### src/pse_pkg.sv
`timescale 1ns / 1ps

package pse_pkg;

	localparam logic [1:0] CFG_IMAGE_WIDTH  = 2'd0;
	localparam logic [1:0] CFG_IMAGE_HEIGHT = 2'd1;
	localparam logic [1:0] CFG_BORDER_PX    = 2'd2;

	localparam logic [31:0] CRC_INIT   = 32'hFFFF_FFFF;
	localparam logic [31:0] CRC_POLY   = 32'hEDB8_8320;
	localparam logic [16:0] ADLER_MOD  = 17'd65521;
	localparam logic [7:0]  ZLIB_CMF   = 8'd120;
	localparam logic [7:0]  ZLIB_FLG   = 8'd156;
	localparam logic [7:0]  BLK_STORED = 8'd1;
	localparam logic [7:0]  SAMPLE_BITS = 8'd8;
	localparam logic [7:0]  WHITE      = 8'd255;
	localparam logic [7:0]  FILTER_NONE = 8'd0;
	localparam logic [31:0] IHDR_LEN   = 32'd13;
	localparam logic [16:0] IDAT_EXTRA = 17'd11;

	typedef struct packed {
		logic        cmd;
		logic [7:0]  pixel;
		logic        serr;
		logic [15:0] data_len;
		logic [13:0] tot_w;
		logic [13:0] tot_h;
		logic [7:0]  lat_b;
		logic [13:0] row_end;
		logic [13:0] col_end;
	} pse_item_t;

	function automatic logic [7:0] pse_sig_byte(input logic [2:0] k);
		logic [7:0] r;
		case (k)
			3'd0: r = 8'd137;
			3'd1: r = 8'd80;
			3'd2: r = 8'd78;
			3'd3: r = 8'd71;
			3'd4: r = 8'd13;
			3'd5: r = 8'd10;
			3'd6: r = 8'd26;
			default: r = 8'd10;
		endcase
		return r;
	endfunction

	function automatic logic [7:0] pse_iend_byte(input logic [3:0] k);
		logic [7:0] r;
		case (k)
			4'd4: r = 8'h49;
			4'd5: r = 8'h45;
			4'd6: r = 8'h4E;
			4'd7: r = 8'h44;
			4'd8: r = 8'hAE;
			4'd9: r = 8'h42;
			4'd10: r = 8'h60;
			4'd11: r = 8'h82;
			default: r = 8'h00;
		endcase
		return r;
	endfunction

	function automatic logic [7:0] pse_ihdr_type(input logic [1:0] k);
		logic [7:0] r;
		case (k)
			2'd0: r = 8'h49;
			2'd1: r = 8'h48;
			2'd2: r = 8'h44;
			default: r = 8'h52;
		endcase
		return r;
	endfunction

	function automatic logic [7:0] pse_idat_type(input logic [1:0] k);
		logic [7:0] r;
		case (k)
			2'd0: r = 8'h49;
			2'd1: r = 8'h44;
			2'd2: r = 8'h41;
			default: r = 8'h54;
		endcase
		return r;
	endfunction

	function automatic logic [7:0] pse_be_byte(input logic [31:0] v, input logic [1:0] k);
		logic [7:0] r;
		case (k)
			2'd0: r = v[31:24];
			2'd1: r = v[23:16];
			2'd2: r = v[15:8];
			default: r = v[7:0];
		endcase
		return r;
	endfunction

	function automatic logic [31:0] pse_crc_byte(input logic [31:0] c, input logic [7:0] b);
		logic [31:0] r;
		r = c ^ {24'd0, b};
		for (int i = 0; i < 8; i++) begin
			r = r[0] ? ((r >> 1) ^ CRC_POLY) : (r >> 1);
		end
		return r;
	endfunction

endpackage

### src/pse_front.sv
`timescale 1ns / 1ps

module pse_front #(
	parameter int MAX_DIM = 4096
) (
	input  logic                  clk,
	input  logic                  arst_n,
	input  logic                  in_valid,
	output logic                  in_ready,
	input  logic                  cmd,
	input  logic [7:0]            pixel,
	input  logic [12:0]           image_width,
	input  logic [12:0]           image_height,
	input  logic [7:0]            border_px,
	input  logic                  q_ready,
	output logic                  q_push,
	output pse_pkg::pse_item_t    q_item
);
	import pse_pkg::*;

	logic        valid_s1, valid_s2;
	pse_item_t   item_s1, item_s2, item_d, item_cls;
	logic        adv_s1, adv_s2;
	logic [12:0] lat_w, lat_h;
	logic [14:0] tot_w_p1;
	logic [28:0] prod;

	// dimensions clamp at the size limit
	assign lat_w = ({4'd0, image_width} > 17'(MAX_DIM)) ? 13'(MAX_DIM) : image_width;
	assign lat_h = ({4'd0, image_height} > 17'(MAX_DIM)) ? 13'(MAX_DIM) : image_height;

	always_comb begin
		item_d          = '0;
		item_d.cmd      = cmd;
		item_d.pixel    = pixel;
		item_d.tot_w    = {1'b0, lat_w} + {5'd0, border_px, 1'b0};
		item_d.tot_h    = {1'b0, lat_h} + {5'd0, border_px, 1'b0};
		item_d.lat_b    = border_px;
		item_d.row_end  = {1'b0, lat_h} + {6'd0, border_px};
		item_d.col_end  = {1'b0, lat_w} + {6'd0, border_px};
	end

	assign tot_w_p1 = {1'b0, item_s1.tot_w} + 15'd1;
	assign prod     = {15'd0, item_s1.tot_h} * {14'd0, tot_w_p1};

	always_comb begin
		item_cls          = item_s1;
		item_cls.serr     = |prod[28:16];
		item_cls.data_len = prod[15:0];
	end

	assign adv_s2   = !valid_s2 || q_ready;
	assign adv_s1   = !valid_s1 || adv_s2;
	assign in_ready = adv_s1;
	assign q_push   = valid_s2 && q_ready;
	assign q_item   = item_s2;

	always_ff @(posedge clk or negedge arst_n) begin
		if (!arst_n) begin
			valid_s1 <= 1'b0;
			valid_s2 <= 1'b0;
		end else begin
			if (adv_s1) begin
				valid_s1 <= in_valid;
			end
			if (adv_s2) begin
				valid_s2 <= valid_s1;
			end
		end
	end

	always_ff @(posedge clk) begin
		if (adv_s1 && in_valid) begin
			item_s1 <= item_d;
		end
		if (adv_s2 && valid_s1) begin
			item_s2 <= item_cls;
		end
	end

endmodule

### src/pse_queue.sv
`timescale 1ns / 1ps

module pse_queue (
	input  logic                  clk,
	input  logic                  arst_n,
	input  logic                  push,
	input  pse_pkg::pse_item_t    push_item,
	output logic                  push_ready,
	output logic                  pop_valid,
	input  logic                  pop,
	output pse_pkg::pse_item_t    pop_item
);
	import pse_pkg::*;

	localparam logic [1:0] QDEPTH = 2'd2;

	pse_item_t  mem_q [2];
	logic       wr_ptr_q, rd_ptr_q;
	logic [1:0] cnt_q;

	assign push_ready = (cnt_q != QDEPTH);
	assign pop_valid  = (cnt_q != 2'd0);
	assign pop_item   = mem_q[rd_ptr_q];

	always_ff @(posedge clk or negedge arst_n) begin
		if (!arst_n) begin
			wr_ptr_q <= 1'b0;
			rd_ptr_q <= 1'b0;
			cnt_q    <= 2'd0;
		end else begin
			if (push) begin
				wr_ptr_q <= !wr_ptr_q;
			end
			if (pop) begin
				rd_ptr_q <= !rd_ptr_q;
			end
			if (push && !pop) begin
				cnt_q <= cnt_q + 2'd1;
			end else if (pop && !push) begin
				cnt_q <= cnt_q - 2'd1;
			end
		end
	end

	always_ff @(posedge clk) begin
		if (push) begin
			mem_q[wr_ptr_q] <= push_item;
		end
	end

	a_no_overflow: assert property (@(posedge clk) disable iff (!arst_n)
		push |-> (cnt_q != QDEPTH))
		else $error("queue written while full");

	a_no_underflow: assert property (@(posedge clk) disable iff (!arst_n)
		pop |-> (cnt_q != 2'd0))
		else $error("queue read while empty");

endmodule

### src/pse_back.sv
`timescale 1ns / 1ps

module pse_back (
	input  logic                  clk,
	input  logic                  arst_n,
	input  logic                  q_valid,
	output logic                  q_pop,
	input  pse_pkg::pse_item_t    q_item,
	output logic                  res_valid,
	input  logic                  res_ready,
	output logic                  out_valid,
	output logic [7:0]            out_byte,
	output logic                  pixel_taken,
	output logic                  last_byte,
	output logic                  size_error
);
	import pse_pkg::*;

	typedef enum logic [10:0] {
		PH_IDLE       = 11'b000_0000_0001,
		PH_SIG        = 11'b000_0000_0010,
		PH_IHDR_LEN   = 11'b000_0000_0100,
		PH_IHDR_BODY  = 11'b000_0000_1000,
		PH_IHDR_CRC   = 11'b000_0001_0000,
		PH_IDAT_LEN   = 11'b000_0010_0000,
		PH_IDAT_HEAD  = 11'b000_0100_0000,
		PH_IDAT_DATA  = 11'b000_1000_0000,
		PH_IDAT_ADLER = 11'b001_0000_0000,
		PH_IDAT_CRC   = 11'b010_0000_0000,
		PH_IEND       = 11'b100_0000_0000
	} phase_t;

	phase_t      phase_q, ph_eff, ph_n;
	logic [4:0]  byte_q, k, k_n;
	logic [13:0] row_q, col_q, row_n, col_n, row_inc;
	logic [31:0] crc_q, crc_step;
	logic [15:0] al_q, ah_q;
	logic [13:0] tot_w_q, tot_h_q, row_end_q, col_end_q;
	logic [15:0] len_q;
	logic [7:0]  lat_b_q;

	logic        take;
	logic [7:0]  b;
	logic        emit, taken, last;
	logic        crc_upd, crc_clr, adl_upd, adl_clr;
	logic [16:0] len11, al_sum, ah_sum, al_new, ah_new;

	logic        res_valid_q, out_valid_q, taken_q, last_q, serr_q;
	logic [7:0]  out_byte_q;

	assign take  = q_valid && (!res_valid_q || res_ready);
	assign q_pop = take;

	assign ph_eff = q_item.cmd ? (q_item.serr ? PH_IDLE : PH_SIG) : phase_q;
	assign k      = q_item.cmd ? 5'd0 : byte_q;
	assign len11  = {1'b0, len_q} + IDAT_EXTRA;
	assign row_inc = row_q + 14'd1;

	always_comb begin
		b       = 8'd0;
		emit    = 1'b0;
		taken   = 1'b0;
		last    = 1'b0;
		ph_n    = ph_eff;
		k_n     = k + 5'd1;
		crc_upd = 1'b0;
		crc_clr = 1'b0;
		adl_upd = 1'b0;
		adl_clr = 1'b0;
		row_n   = row_q;
		col_n   = col_q;
		case (ph_eff)
			PH_IDLE: begin
				k_n = 5'd0;
			end
			PH_SIG: begin
				emit = 1'b1;
				b    = pse_sig_byte(k[2:0]);
				if (k == 5'd7) begin
					ph_n = PH_IHDR_LEN;
					k_n  = 5'd0;
				end
			end
			PH_IHDR_LEN: begin
				emit = 1'b1;
				b    = pse_be_byte(IHDR_LEN, k[1:0]);
				if (k == 5'd3) begin
					ph_n    = PH_IHDR_BODY;
					k_n     = 5'd0;
					crc_clr = 1'b1;
				end
			end
			PH_IHDR_BODY: begin
				emit    = 1'b1;
				crc_upd = 1'b1;
				if (k < 5'd4) begin
					b = pse_ihdr_type(k[1:0]);
				end else if (k < 5'd8) begin
					b = pse_be_byte({18'd0, tot_w_q}, k[1:0]);
				end else if (k < 5'd12) begin
					b = pse_be_byte({18'd0, tot_h_q}, k[1:0]);
				end else if (k == 5'd12) begin
					b = SAMPLE_BITS;
				end
				if (k == 5'd16) begin
					ph_n = PH_IHDR_CRC;
					k_n  = 5'd0;
				end
			end
			PH_IHDR_CRC: begin
				emit = 1'b1;
				b    = pse_be_byte(~crc_q, k[1:0]);
				if (k == 5'd3) begin
					ph_n = PH_IDAT_LEN;
					k_n  = 5'd0;
				end
			end
			PH_IDAT_LEN: begin
				emit = 1'b1;
				b    = pse_be_byte({15'd0, len11}, k[1:0]);
				if (k == 5'd3) begin
					ph_n    = PH_IDAT_HEAD;
					k_n     = 5'd0;
					crc_clr = 1'b1;
					adl_clr = 1'b1;
				end
			end
			PH_IDAT_HEAD: begin
				emit    = 1'b1;
				crc_upd = 1'b1;
				if (k < 5'd4) begin
					b = pse_idat_type(k[1:0]);
				end else if (k == 5'd4) begin
					b = ZLIB_CMF;
				end else if (k == 5'd5) begin
					b = ZLIB_FLG;
				end else if (k == 5'd6) begin
					b = BLK_STORED;
				end else if (k == 5'd7) begin
					b = len_q[7:0];
				end else if (k == 5'd8) begin
					b = len_q[15:8];
				end else if (k == 5'd9) begin
					b = ~len_q[7:0];
				end else begin
					b = ~len_q[15:8];
				end
				if (k == 5'd10) begin
					ph_n  = (len_q == 16'd0) ? PH_IDAT_ADLER : PH_IDAT_DATA;
					k_n   = 5'd0;
					row_n = 14'd0;
					col_n = 14'd0;
				end
			end
			PH_IDAT_DATA: begin
				emit    = 1'b1;
				crc_upd = 1'b1;
				adl_upd = 1'b1;
				if (col_q == 14'd0) begin
					b = FILTER_NONE;
				end else if (row_q >= {6'd0, lat_b_q} && row_q < row_end_q &&
						col_q > {6'd0, lat_b_q} && col_q <= col_end_q) begin
					b     = q_item.pixel;
					taken = 1'b1;
				end else begin
					b = WHITE;
				end
				if (col_q >= tot_w_q) begin
					col_n = 14'd0;
					row_n = row_inc;
					if (row_inc >= tot_h_q) begin
						ph_n = PH_IDAT_ADLER;
						k_n  = 5'd0;
					end
				end else begin
					col_n = col_q + 14'd1;
				end
			end
			PH_IDAT_ADLER: begin
				emit    = 1'b1;
				crc_upd = 1'b1;
				b       = pse_be_byte({ah_q, al_q}, k[1:0]);
				if (k == 5'd3) begin
					ph_n = PH_IDAT_CRC;
					k_n  = 5'd0;
				end
			end
			PH_IDAT_CRC: begin
				emit = 1'b1;
				b    = pse_be_byte(~crc_q, k[1:0]);
				if (k == 5'd3) begin
					ph_n = PH_IEND;
					k_n  = 5'd0;
				end
			end
			PH_IEND: begin
				emit = 1'b1;
				b    = pse_iend_byte(k[3:0]);
				if (k >= 5'd11) begin
					ph_n = PH_IDLE;
					k_n  = 5'd0;
					last = 1'b1;
				end
			end
			default: begin
				ph_n = PH_IDLE;
				k_n  = 5'd0;
			end
		endcase
	end

	assign crc_step = pse_crc_byte(crc_q, b);
	assign al_sum   = {1'b0, al_q} + {9'd0, b};
	assign al_new   = (al_sum >= ADLER_MOD) ? (al_sum - ADLER_MOD) : al_sum;
	assign ah_sum   = {1'b0, ah_q} + {1'b0, al_new[15:0]};
	assign ah_new   = (ah_sum >= ADLER_MOD) ? (ah_sum - ADLER_MOD) : ah_sum;

	always_ff @(posedge clk or negedge arst_n) begin
		if (!arst_n) begin
			phase_q     <= PH_IDLE;
			byte_q      <= 5'd0;
			row_q       <= 14'd0;
			col_q       <= 14'd0;
			crc_q       <= CRC_INIT;
			al_q        <= 16'd1;
			ah_q        <= 16'd0;
			res_valid_q <= 1'b0;
		end else begin
			if (take) begin
				phase_q <= ph_n;
				byte_q  <= k_n;
				row_q   <= row_n;
				col_q   <= col_n;
				if (crc_clr) begin
					crc_q <= CRC_INIT;
				end else if (crc_upd) begin
					crc_q <= crc_step;
				end
				if (adl_clr) begin
					al_q <= 16'd1;
					ah_q <= 16'd0;
				end else if (adl_upd) begin
					al_q <= al_new[15:0];
					ah_q <= ah_new[15:0];
				end
				res_valid_q <= 1'b1;
			end else if (res_ready) begin
				res_valid_q <= 1'b0;
			end
		end
	end

	always_ff @(posedge clk) begin
		if (take && q_item.cmd) begin
			tot_w_q   <= q_item.tot_w;
			tot_h_q   <= q_item.tot_h;
			len_q     <= q_item.data_len;
			lat_b_q   <= q_item.lat_b;
			row_end_q <= q_item.row_end;
			col_end_q <= q_item.col_end;
		end
		if (take) begin
			out_valid_q <= emit;
			out_byte_q  <= b;
			taken_q     <= taken;
			last_q      <= last;
			serr_q      <= q_item.cmd && q_item.serr;
		end
	end

	assign res_valid   = res_valid_q;
	assign out_valid   = out_valid_q;
	assign out_byte    = out_byte_q;
	assign pixel_taken = taken_q;
	assign last_byte   = last_q;
	assign size_error  = serr_q;

	a_idle_silent: assert property (@(posedge clk) disable iff (!arst_n)
		(take && !q_item.cmd && phase_q == PH_IDLE) |=> (res_valid && !out_valid))
		else $error("byte emitted while idle");

	a_oversize: assert property (@(posedge clk) disable iff (!arst_n)
		(take && q_item.cmd && q_item.serr) |=> (size_error && !out_valid && phase_q == PH_IDLE))
		else $error("oversized start not rejected");

	a_iend_last: assert property (@(posedge clk) disable iff (!arst_n)
		(take && !q_item.cmd && phase_q == PH_IEND && byte_q == 5'd11)
		|=> (last_byte && out_valid && phase_q == PH_IDLE))
		else $error("file end not flagged");

endmodule

### src/png_stored_image_encoder_unit.sv
`timescale 1ns / 1ps

// channel  | handshake            | payload
// ---------+----------------------+-------------------------------------------------
// input    | in_valid / in_ready  | cmd, pixel
// result   | res_valid / res_ready| out_valid, out_byte, pixel_taken, last_byte,
//          |                      | size_error
// config   | cfg_valid / cfg_ready| cfg_index, cfg_data
//
// one beat per cycle sustained while res_ready stays high; a result is registered
// in turn by the two front stages, the queue and the byte sequencer.
// the rate is set by the byte-wise crc-32 and adler-32 update in the sequencer.
// reset clears the sequencer to idle; no clearing pass, config ready at once.
// a stalled result holds its register; the queue and front stages absorb four beats.

module png_stored_image_encoder_unit #(
	parameter int MAX_DIM = 4096
) (
	input  logic        clk,
	input  logic        arst_n,
	input  logic        in_valid,
	output logic        in_ready,
	input  logic        cmd,
	input  logic [7:0]  pixel,
	output logic        res_valid,
	input  logic        res_ready,
	output logic        out_valid,
	output logic [7:0]  out_byte,
	output logic        pixel_taken,
	output logic        last_byte,
	output logic        size_error,
	input  logic        cfg_valid,
	output logic        cfg_ready,
	input  logic [1:0]  cfg_index,
	input  logic [12:0] cfg_data
);
	import pse_pkg::*;

	logic [12:0] width_q, height_q;
	logic [7:0]  border_q;
	logic        q_push, q_ready, q_valid, q_pop;
	pse_item_t   push_item, pop_item;

	assign cfg_ready = 1'b1;

	always_ff @(posedge clk or negedge arst_n) begin
		if (!arst_n) begin
			width_q  <= 13'd1;
			height_q <= 13'd1;
			border_q <= 8'd0;
		end else if (cfg_valid) begin
			if (cfg_index == CFG_IMAGE_WIDTH) begin
				width_q <= cfg_data;
			end
			if (cfg_index == CFG_IMAGE_HEIGHT) begin
				height_q <= cfg_data;
			end
			if (cfg_index == CFG_BORDER_PX) begin
				border_q <= cfg_data[7:0];
			end
		end
	end

	pse_front #(
		.MAX_DIM(MAX_DIM)
	) u_front (
		.clk         (clk),
		.arst_n      (arst_n),
		.in_valid    (in_valid),
		.in_ready    (in_ready),
		.cmd         (cmd),
		.pixel       (pixel),
		.image_width (width_q),
		.image_height(height_q),
		.border_px   (border_q),
		.q_ready     (q_ready),
		.q_push      (q_push),
		.q_item      (push_item)
	);

	pse_queue u_queue (
		.clk       (clk),
		.arst_n    (arst_n),
		.push      (q_push),
		.push_item (push_item),
		.push_ready(q_ready),
		.pop_valid (q_valid),
		.pop       (q_pop),
		.pop_item  (pop_item)
	);

	pse_back u_back (
		.clk        (clk),
		.arst_n     (arst_n),
		.q_valid    (q_valid),
		.q_pop      (q_pop),
		.q_item     (pop_item),
		.res_valid  (res_valid),
		.res_ready  (res_ready),
		.out_valid  (out_valid),
		.out_byte   (out_byte),
		.pixel_taken(pixel_taken),
		.last_byte  (last_byte),
		.size_error (size_error)
	);

endmodule

### config.mk
export PLATFORM = sky130hd
export DESIGN_NAME = png_stored_image_encoder_unit
export DESIGN_NICKNAME = d
export VERILOG_FILES = /design/src/pse_pkg.sv /design/src/pse_front.sv /design/src/pse_queue.sv /design/src/pse_back.sv /design/src/png_stored_image_encoder_unit.sv
export SDC_FILE = /design/constraint.sdc
export NUM_CORES = 2
export LEC_CHECK = 0
export BUFFER_PORTS_ARGS = -buffer_cell sky130_fd_sc_hd__buf_4
export CAP_MARGIN = 20
export CELL_PAD_IN_SITES_DETAIL_PLACEMENT = 0
export CELL_PAD_IN_SITES_GLOBAL_PLACEMENT = 1
export CORE_UTILIZATION = 53
export CTS_CLUSTER_SIZE = 28
export DETAILED_ROUTE_END_ITERATION = 8
export HOLD_SLACK_MARGIN = 0.15
export PLACE_DENSITY_LB_ADDON = 0.2
export SLEW_MARGIN = 20
export SYNTH_ARGS = -nofsm -noshare
export SYNTH_HDL_FRONTEND = slang
export SYNTH_HIERARCHICAL = 1
export SYNTH_SLANG_ARGS = --single-unit
### constraint.sdc
create_clock -name clk -period 11.9 [get_ports clk]
set_clock_uncertainty 0.1 [all_clocks]
set_input_delay 1.785 -clock clk [delete_from_list [all_inputs] [get_ports clk]]
set_output_delay 1.785 -clock clk [all_outputs]
set_load 0.01 [all_outputs]
==> impl_metrics.yaml <==
setup_path:
  critPathMaxFanout: 27
  critical_path.most_common_cell: "a21oi_1"
  cp_slowest_cell: "a2111oi_0"
  worstPathArrival_ns: 11.36
  critical_path.max_stage_delay_ns: 0.63
  cp-end-kind: "register"
  worstSetupStartpointType: "register"
  cp_top_family: "compound AO/OA/AOI/OAI gates"
  cp.required_ns: 12.28
  crit_type: "register to register"
  worstPathBufferInverterCount: 2
synth:
  seq_area_frac_synth: 0.450
  synthTopCellsByArea: "edfxtp_1 35%, fa_1 8.5%, ha_1 8.0%"
  ys_warn_count: 6
  syn_area_um2: 37400
  synthArstFlopShare: 0.255
  syn_avg_cell_area_um2: 11.3
  ys.flop_type: "edfxtp_1"
  synth_edf_count: 435
  synth_top_cell_by_area: "edfxtp_1"
  syn_inst: 3312
  synth.top_cell.area_share: 0.349
  synth_seq_cells: 584
  synth.distinct_cells: 110
global_routing:
  grt_pass1_vias: 26000
  gr-total-overflow: 0
  grt_pass1_wl_mm: 150
  grt_max_degree: 74
  grt.total_usage: 0.273
  antenna_found_initial: 0
detailed_routing:
  vias_per_cell: 5.88
  routed_wl_mm: 96.3
  vias: 25500
  ant_nets: 0
  first_iter_violations: 1821
  drc: 0
  wire_per_inst_um: 22.2
  firstDrtPassIters: 8
place:
  port_buffers: 42
  globalplace.congestion: 0.967
  hpwl_mm: 72.0
outcome:
  run_status: "finished, final reports clean"
timing:
  hold_viol_final: 0
  fmax_ghz: 0.0911
  finalMaxSlewViolations: 0
  relSlewSlack: 0.252
  setup_viol: 0
  period_needed_ns: 10.98
  rsz0062_at_grt: "false"
  period_share: 0.923
  tns_ns: 0
  tightest_slew_ns: 1.11
hold_path:
  hp-class: "register to register"
cts:
  clk_pin_slew_worst_paths_ns: 0.06
  cts_root_buf: "clkbuf_16"
  post_cts_buffers: 0
  cts_resized: 0
  cts_sinks: 584
  cts_buffer_depth: 3
  ctsHoldBuffers: 0
  cts_tree: "yes"
  clkLatencyLatePin_ns: 0.67
  htree_num_levels: 2
  cts_buffers: 61
layout:
  diodes: 0
  final_cell_mix: "435 x edfxtp_1, 312 x nand2_1, 288 x inv_1"
  seq_area_um2: 16800
  layout-drive-gt1-share: 0.128
  final_common_cell: "edfxtp_1"
  multiInputGateArea_um2: 19000
  filler_cell_count: 5939
  final_net_count: 3773
  syn_to_final_growth_pct: 8.95
floorplanning:
  dieHeight_um: 268
  dieWidth_um: 268
  initial_core_util: 0.535
  rows: 97
  core_um2: 69900
  num_io_pins: 44
  dieArea_um2: 71600
flow_run:
  drv_cap: 0
==> registers in the layout, summed over array words and instances (netlist names), 2 cells and up <==
| register | flops |
|---|---|
| u_queue/mem_q | 180 |
| u_front/q_item | 90 |
| u_front/item_cls | 73 |
| u_back/crc_q | 32 |
| u_back/ah_q | 16 |
| u_back/al_q | 16 |
| u_back/len_q | 16 |
| u_back/col_end_q | 14 |
| u_back/col_q | 14 |
| u_back/row_end_q | 14 |
| u_back/row_q | 14 |
| u_back/tot_h_q | 14 |
| u_back/tot_w_q | 14 |
| height_q | 13 |
| width_q | 13 |
| u_back/phase_q | 11 |
| border_q | 8 |
| u_back/lat_b_q | 8 |
| u_back/out_byte | 8 |
| u_back/byte_q | 5 |
| u_queue/cnt_q | 2 |
==> worst reg2reg max path: cells and delay by family, from the launching register on <==
| family | cells | cell delay [ns] |
|---|---|---|
| multiplexers | 1 | 0.31 |
| flip-flops | 1 | 0.47 |
| AO/OA/AOI/OAI | 17 | 5.02 |
| buffers and inverters | 2 | 0.41 |
| AND/OR/NAND/NOR | 7 | 2.30 |
| adder cells (fa/ha/maj) | 4 | 1.54 |
| XOR/XNOR | 3 | 0.66 |
==> routing by layer <==
metal | vias up | global-route usage | share of wire
met3 | 191 | 0.0272 | 0.037
met5 | - | 0 | 0
met4 | 0 | 0.108 | 0.038
li1 | 11900 | - | -
met1 | 12800 | 0.348 | 0.42
met2 | 611 | 0.478 | 0.51
==> kinds of logic (layout without fill, tap and decap cells) <==
family          count (synthesis)  after routing  share of synthesized area
simple gates                  981            981                      0.139
compound gates                604            604                      0.110
flops                         584            584                      0.450
buf+inv                       412            490                     0.0454
fa+ha+maj                     397            397                      0.165
xor+xnor                      193            193                     0.0491
mux                           139            139                     0.0414
other cells                     2              5                   0.000201
==> Yosys cell counts (all sizes together) (11+ instances only) <==
cell / count
a211oi: 13
a21boi: 15
a21o: 47
a21oi: 138
a222oi: 12
a31o: 12
a31oi: 31
and2: 105
and3: 25
buf: 22
clkbuf: 101
dfrtp: 113
dfstp: 36
edfxtp: 435
fa: 159
ha: 238
inv: 289
mux2: 126
mux2i: 13
nand2: 313
nand2b: 62
nand3: 56
nand3b: 12
nand4: 41
nor2: 141
nor2b: 55
nor3: 57
nor3b: 11
nor4: 26
nor4b: 16
o211ai: 18
o21a: 19
o21ai: 142
o21bai: 12
o22ai: 12
o31ai: 15
or2: 18
or3: 15
or4: 15
xnor2: 129
xor2: 56
==> stage by stage <==
step / instances / setup slack (ns) / hold WS, ns / instance area, um2 / utilization
6_report: 4333 / 0.920 / 0.313 / 40700 / 0.583
5_1_grt: 4333 / 0.0108 / 0.326 / 40700 / 0.583
4_1_cts: 4333 / 0.954 / 0.318 / 40700 / 0.583
3_5_place_dp: 4224 / 1.05 / 0.305 / 38700 / 0.554
3_3_place_gp: 4224 / 1.38 / 0.301 / 38700 / 0.554
2_1_floorplan: 3315 / 1.99 / 0.300 / 37400 / -
==> worst paths after layout <==
kind                                     start                 to  slack (ns)  cells after the start
max in group asynchronous               arst_n   u_queue/rd_ptr_q        8.82                      3
hold / removal             u_front/item_cls[5]  u_front/q_item[5]        0.31                      0
min in group asynchronous               arst_n    u_back/al_q[12]        0.96                      1
setup reg to reg              u_queue/rd_ptr_q    u_back/ah_q[14]        0.92                     34
hold reg to reg            u_front/item_cls[5]  u_front/q_item[5]        0.31                      0
setup / recovery              u_queue/rd_ptr_q    u_back/ah_q[14]        0.92                     34
==> layout make-up <==
| cell class | instances | share of cell area |
|---|---|---|
| clock inverters | 35 | 0.00992 |
| repair buffers | 92 | 0.0170 |
| flip-flops and latches | 584 | 0.413 |
| clock buffers | 74 | 0.0389 |
| inverters | 289 | 0.0266 |
| well taps | 940 | 0.0289 |
| multi-input cells | 2319 | 0.465 |
Power is not shown: default switching activity piles up to over one toggle a cycle in this logic, so the estimate is an artifact.
